### config.mk
export PLATFORM = sky130hd
export DESIGN_NAME = sorted_max_priority_queue_core
export DESIGN_NICKNAME = d
export VERILOG_FILES = /design/src/hdl/smpq_pkg.sv /design/src/hdl/smpq_cell.sv /design/src/hdl/sorted_max_priority_queue_core.sv
export SDC_FILE = /design/constraint.sdc
export NUM_CORES = 2
export LEC_CHECK = 0
export BUFFER_PORTS_ARGS = -buffer_cell sky130_fd_sc_hd__buf_4
export CORE_MARGIN = 1.5
export CORE_UTILIZATION = 64
export CTS_BUF_LIST = sky130_fd_sc_hd__clkbuf_4 sky130_fd_sc_hd__clkbuf_8 sky130_fd_sc_hd__clkbuf_16
export DETAILED_ROUTE_END_ITERATION = 8
export HOLD_SLACK_MARGIN = 0.03
export PLACE_DENSITY = 0.82
export SETUP_SLACK_MARGIN = 0.05
export SYNTH_ARGS = -nofsm -noshare
export SYNTH_HDL_FRONTEND = slang
export SYNTH_SLANG_ARGS = --single-unit
### constraint.sdc
create_clock -name clock -period 14.3 [get_ports clock]
set_input_delay 0 -clock clock [delete_from_list [all_inputs] [get_ports clock]]
set_output_delay 0 -clock clock [all_outputs]
set_load 0.02 [all_outputs]
### src/hdl/smpq_pkg.sv
`timescale 1ns / 1ps
// ----------------------------------------------------------------------------
// smpq_pkg
// Shared types and constants for the sorted max priority queue.
// ----------------------------------------------------------------------------
package smpq_pkg;

   localparam int CAPACITY_DEFAULT = 16;
   localparam int VALUE_WIDTH      = 32;
   localparam int OCC_WIDTH        = 5;

   typedef enum logic {
      KIND_PUSH = 1'b0,
      KIND_POP  = 1'b1
   } kind_type;

   typedef enum logic [1:0] {
      STATUS_DONE  = 2'd0,
      STATUS_EMPTY = 2'd1,
      STATUS_FULL  = 2'd2
   } status_type;

   typedef struct packed {
      kind_type                        kind;
      logic signed [VALUE_WIDTH-1:0]   value;
   } req_type;

   typedef struct packed {
      status_type                      status;
      logic signed [VALUE_WIDTH-1:0]   popped;
      logic [OCC_WIDTH-1:0]            occupancy;
   } rsp_type;

   // command broadcast to every cell of the row
   typedef struct packed {
      logic                            push;
      logic                            pop;
      logic signed [VALUE_WIDTH-1:0]   value;
   } cell_ctl_type;

endpackage

### src/hdl/smpq_cell.sv
`timescale 1ns / 1ps
// ----------------------------------------------------------------------------
// smpq_cell
// One slot of the sorted row: holds a value, compares it against the pushed
// value and takes its left neighbor, the new value or its right neighbor.
// ----------------------------------------------------------------------------
module smpq_cell
   import smpq_pkg::*;
(
   input  logic                          clock,
   input  cell_ctl_type                  ctl,
   input  logic                          occupied,
   input  logic signed [VALUE_WIDTH-1:0] left_value,
   input  logic                          left_ge,
   input  logic signed [VALUE_WIDTH-1:0] right_value,
   output logic signed [VALUE_WIDTH-1:0] value,
   output logic                          ge
);

   logic signed [VALUE_WIDTH-1:0] value_ff;
   logic signed [VALUE_WIDTH-1:0] value_in;

   // stored entry stays ahead of the new value, ties included
   assign ge    = occupied && (value_ff >= ctl.value);
   assign value = value_ff;

   always_comb begin
      value_in = value_ff;
      if (ctl.push) begin
         if (!ge) begin
            value_in = left_ge ? ctl.value : left_value;
         end
      end else if (ctl.pop) begin
         value_in = right_value;
      end
   end

   always_ff @(posedge clock) begin
      value_ff <= value_in;
   end

endmodule

### src/hdl/sorted_max_priority_queue_core.sv
`timescale 1ns / 1ps
// ----------------------------------------------------------------------------
// sorted_max_priority_queue_core
// Priority queue kept as a row of sorted cells, largest value first.
// ----------------------------------------------------------------------------
// Usage:
//   A request beat (req_data: kind, value) is taken on a clock edge where
//   start is high and busy is low. busy is always low here: every cell
//   compares and shifts in the same cycle, so one push or pop is taken on
//   every clock.
//   Each request gives exactly one registered response beat in the next
//   cycle: rsp_valid is high for a single cycle with status, popped value
//   and occupancy. One beat is taken per cycle; the compare in each
//   cell plus the shift mux sets the cycle.
//   A push into a full queue is dropped with status full; a pop from an
//   empty queue returns status empty and value 0.
//   The receiver cannot stall; results must be captured when rsp_valid is
//   high. Synchronous reset empties the queue and clears rsp_valid; cell
//   contents are not cleared, since slots past the count are never read.
// ----------------------------------------------------------------------------
module sorted_max_priority_queue_core
   import smpq_pkg::*;
#(
   parameter int CAPACITY = CAPACITY_DEFAULT
) (
   input  logic    clock,
   input  logic    reset,
   input  logic    start,
   output logic    busy,
   input  req_type req_data,
   output logic    rsp_valid,
   output rsp_type rsp_data
);

   localparam int CountWidth = $clog2(CAPACITY + 1);

   logic [CountWidth-1:0] count_ff;
   logic [CountWidth-1:0] count_in;
   logic                  rsp_valid_ff;
   rsp_type               rsp_data_ff;
   rsp_type               rsp_data_in;

   cell_ctl_type                  ctl;
   logic                          accept;
   logic                          full;
   logic                          empty;
   logic                          push_ok;
   logic                          pop_ok;
   logic [CountWidth+OCC_WIDTH-1:0] count_ext;

   logic signed [VALUE_WIDTH-1:0] cell_value [CAPACITY];
   logic                          cell_ge    [CAPACITY];

   assign busy    = 1'b0;
   assign accept  = start && !busy;
   assign full    = (count_ff == CountWidth'(CAPACITY));
   assign empty   = (count_ff == '0);
   assign push_ok = accept && (req_data.kind == KIND_PUSH) && !full;
   assign pop_ok  = accept && (req_data.kind == KIND_POP) && !empty;

   assign ctl.push  = push_ok;
   assign ctl.pop   = pop_ok;
   assign ctl.value = req_data.value;

   genvar i;
   generate
      for (i = 0; i < CAPACITY; i++) begin : g_cell
         logic signed [VALUE_WIDTH-1:0] left_value;
         logic                          left_ge;
         logic signed [VALUE_WIDTH-1:0] right_value;

         if (i == 0) begin : g_head
            // head cell sees the new value as its left neighbor
            assign left_value = req_data.value;
            assign left_ge    = 1'b0;
         end else begin : g_body
            assign left_value = cell_value[i-1];
            assign left_ge    = cell_ge[i-1];
         end

         if (i == CAPACITY - 1) begin : g_tail
            assign right_value = cell_value[i];
         end else begin : g_mid
            assign right_value = cell_value[i+1];
         end

         smpq_cell u_cell (
            .clock       (clock),
            .ctl         (ctl),
            .occupied    (CountWidth'(i) < count_ff),
            .left_value  (left_value),
            .left_ge     (left_ge),
            .right_value (right_value),
            .value       (cell_value[i]),
            .ge          (cell_ge[i])
         );
      end
   endgenerate

   always_comb begin
      count_in = count_ff;
      if (push_ok) begin
         count_in = count_ff + 1'b1;
      end else if (pop_ok) begin
         count_in = count_ff - 1'b1;
      end
   end

   assign count_ext = {{OCC_WIDTH{1'b0}}, count_in};

   always_comb begin
      rsp_data_in.status    = STATUS_DONE;
      rsp_data_in.popped    = '0;
      rsp_data_in.occupancy = count_ext[OCC_WIDTH-1:0];
      unique case (req_data.kind)
         KIND_PUSH: begin
            if (full) begin
               rsp_data_in.status = STATUS_FULL;
            end
         end
         KIND_POP: begin
            if (empty) begin
               rsp_data_in.status = STATUS_EMPTY;
            end else begin
               rsp_data_in.popped = cell_value[0];
            end
         end
         default: begin
            rsp_data_in.status = STATUS_DONE;
         end
      endcase
   end

   always_ff @(posedge clock) begin
      if (reset) begin
         count_ff     <= '0;
         rsp_valid_ff <= 1'b0;
      end else begin
         count_ff     <= count_in;
         rsp_valid_ff <= accept;
      end
   end

   always_ff @(posedge clock) begin
      if (accept) begin
         rsp_data_ff <= rsp_data_in;
      end
   end

   assign rsp_valid = rsp_valid_ff;
   assign rsp_data  = rsp_data_ff;

endmodule

==> results_dict.tcl <==
set metrics [dict create \
    status "complete, no violations" \
    cts_tree "yes" \
    synth_area_leaders "edfxtp_1, ha_1, mux2i_1" \
    synth_commonest_cells "edfxtp_1, nand2_1, ha_1" \
    dpl_cell_area_um2 39900 \
    synth_area_leader_cell "edfxtp_1" \
    ys_seq_area_frac 0.425 \
    syn_inst 3743 \
    dr.first_iter.drc_count 3627 \
    setup_viol 0 \
    stdcell_area_um2 42400 \
    synth_edf_count 551 \
    ant_nets 0 \
    multi_input_area_um2 21200 \
    hold_viol 0 \
    worstMarginPinSlew_ns 1.12 \
    cts_setup_buffers 0 \
    clock_sinks 557 \
    clock-root-buffer "clkbuf_16" \
    ys_warn_count 0 \
    finalWeightedCongestion 0.965 \
    ys.flop_type "edfxtp_1" \
    tns_ns 0 \
    min_path_type "primary input to flop" \
    globalRoute.totalOverflow 0 \
    dieHeight_um 250 \
    drive_gt1_frac 0.0735 \
    required_ns 14.62 \
    nNetsFinal 4295 \
    vias 30900 \
    n_fill_cell 4309 \
    relSlewSlack 0.251 \
    arrival_ns 4.70 \
    fp.coreArea_um2 60500 \
    chipWidth_um 250 \
    track_usage 0.341 \
    ios 77 \
    area_growth_pct 8.10 \
    whs_ns 0.182 \
    dpl.hpwl_um 77000 \
    skew_ns 0.0263 \
    syn_nets 4294 \
    maxCapViolCount 0 \
    portBuffers 75 \
    grt_max_degree 244 \
    cts_max_path_buffers 3 \
    drt-total-wl_um 108000 \
    critical_path_class "primary input to flop" \
    async_flop_share 0 \
    start_util 0.648 \
    fin_crit_sh 0.307 \
    end_kind "flop" \
    htree_levels 2 \
    dieArea_um2 62700 \
    yosysMostFrequentCell "edfxtp_1" \
    path_clk_slew_ns 0.06 \
    critPathMaxFanout 18 \
    peakVddDrop_v 0.000104 \
    fmax_mhz 228 \
    yosysTopAreaCellShare 0.422 \
    drc 0 \
    first_pass_iters 6 \
    rsz0062_at_grt "no" \
    cp-start-kind "primary input" \
    cts_made_buffers 60 \
    clkLatencyLatePin_ns 0.65 \
    syn_area_um2 39200 \
    cts.repair.resized 0 \
    wl_per_cell_um 23.6 \
    fin_crit_ns 4.38 \
    ys_seq_elements 557 \
    p_per_area_nw_per_um2 128 \
    grt_pass1_wl_um 168000 \
    yosysUniqueCellTypes 73 \
    p_leak_uw 0.0185 \
    maxSlewViolCount 0 \
    syn_area_per_cell_um2 10.5 \
    grt_pass1_vias 29700 \
    routed_via_density 6.76 \
    antenna_found_initial 2 \
    fp-row-count 90 \
    area.sequential_um2 16700 \
]
==> what timing repair did <==
item / CTS / global route
hold endpoints to repair: 513 / 0
hold buffers: 35 / 0
setup endpoints to repair: 0 / 0
==> cell families after synthesis <==
kind of cell,after synthesis,synth area share
other,1,0.0000957
adders and majority gates,515,0.164
AOI/OAI and AO/OA,911,0.134
and+or+nand+nor,1050,0.127
xor gates and xnor gates,3,0.000671
buffers and inverters,273,0.0369
muxes,433,0.112
DFF,557,0.425
==> layer usage <==
metal	track usage	wire length (um)	vias to the layer above	part of all wire
li1	-	-	14300	-
met1	0.468	43700	14500	0.40
met2	0.536	48700	1802	0.45
met3	0.0415	10500	302	0.097
met4	0.168	5170	2	0.048
met5	0	7	-	0.000065
==> flip-flops by register name (all words and copies together) (netlist names) <==
| signal | count |
|---|---|
| count_ff | 5 |
| g_cell.u_cell.value | 512 |
| rsp_data | 39 |
| rsp_valid | 1 |
==> final timing paths <==
path	start	to	slack [ns]	cells past startpoint
max	req_data[5]	g_cell[8].u_cell.value[27]	9.92	13
min	reset	count_ff[2]	0.18	3
max reg2reg	count_ff[0]	g_cell[10].u_cell.value[20]	10.05	8
min reg2reg	g_cell[15].u_cell.value[14]	g_cell[14].u_cell.value[14]	0.56	2
==> metrics by stage <==
step | power [uW] | utilization | cells | worst slack (ns)
floorplan | 3270 | - | 3743 | 9.37
global placement | 3660 | 0.660 | 4429 | 9.96
detailed placement | 3720 | 0.660 | 4429 | 9.90
CTS | 5390 | 0.700 | 4577 | 10.02
global route | 5640 | 0.701 | 4578 | 9.74
finish | 5410 | 0.701 | 4578 | 9.92
==> where the power goes <==
part / internal [uW] / switching (uW)
combinational: 516 / 878
sequential: 2140 / 217
clock: 985 / 677
total: 3640 / 1770
==> worst max-delay path, cell delays in order <==
cell and delay [ns]:
dlygate4sd3_1 0.56, buf_4 0.23, inv_1 0.60, ha_1 0.37
a21oi_1 0.16, o21ai_0 0.11, a221oi_1 0.60, or3_1 0.20
o2111ai_1 0.11, o211a_2 0.33, buf_4 0.31, o21ai_2 0.71
buf_4 0.39
==> final cells by class <==
class                           count  area share
Tap cell                          782      0.0231
Antenna cell                        1   0.0000591
Clock inverter                     35     0.00936
Timing Repair Buffer              154      0.0299
Sequential cell                   557       0.393
Inverter                           58     0.00514
Multi-Input combinational cell   2913       0.499
Clock buffer                       78      0.0396
==> cells in the final DEF, fill, tap and decap left out, types with 48 or more instances in the layout <==
cell       count
buf_4        117
edfxtp_1     551
a21oi_1      230
nor2_1        66
clkbuf_16     61
o21ai_0      392
nand3_1      122
o211ai_1      48
nand4_1      155
inv_1         58
o21ai_1       52
ha_1         515
nand2_1      543
mux2i_1      401
a21o_1        58
No activity file was read; power rests on OpenSTA's default activity.
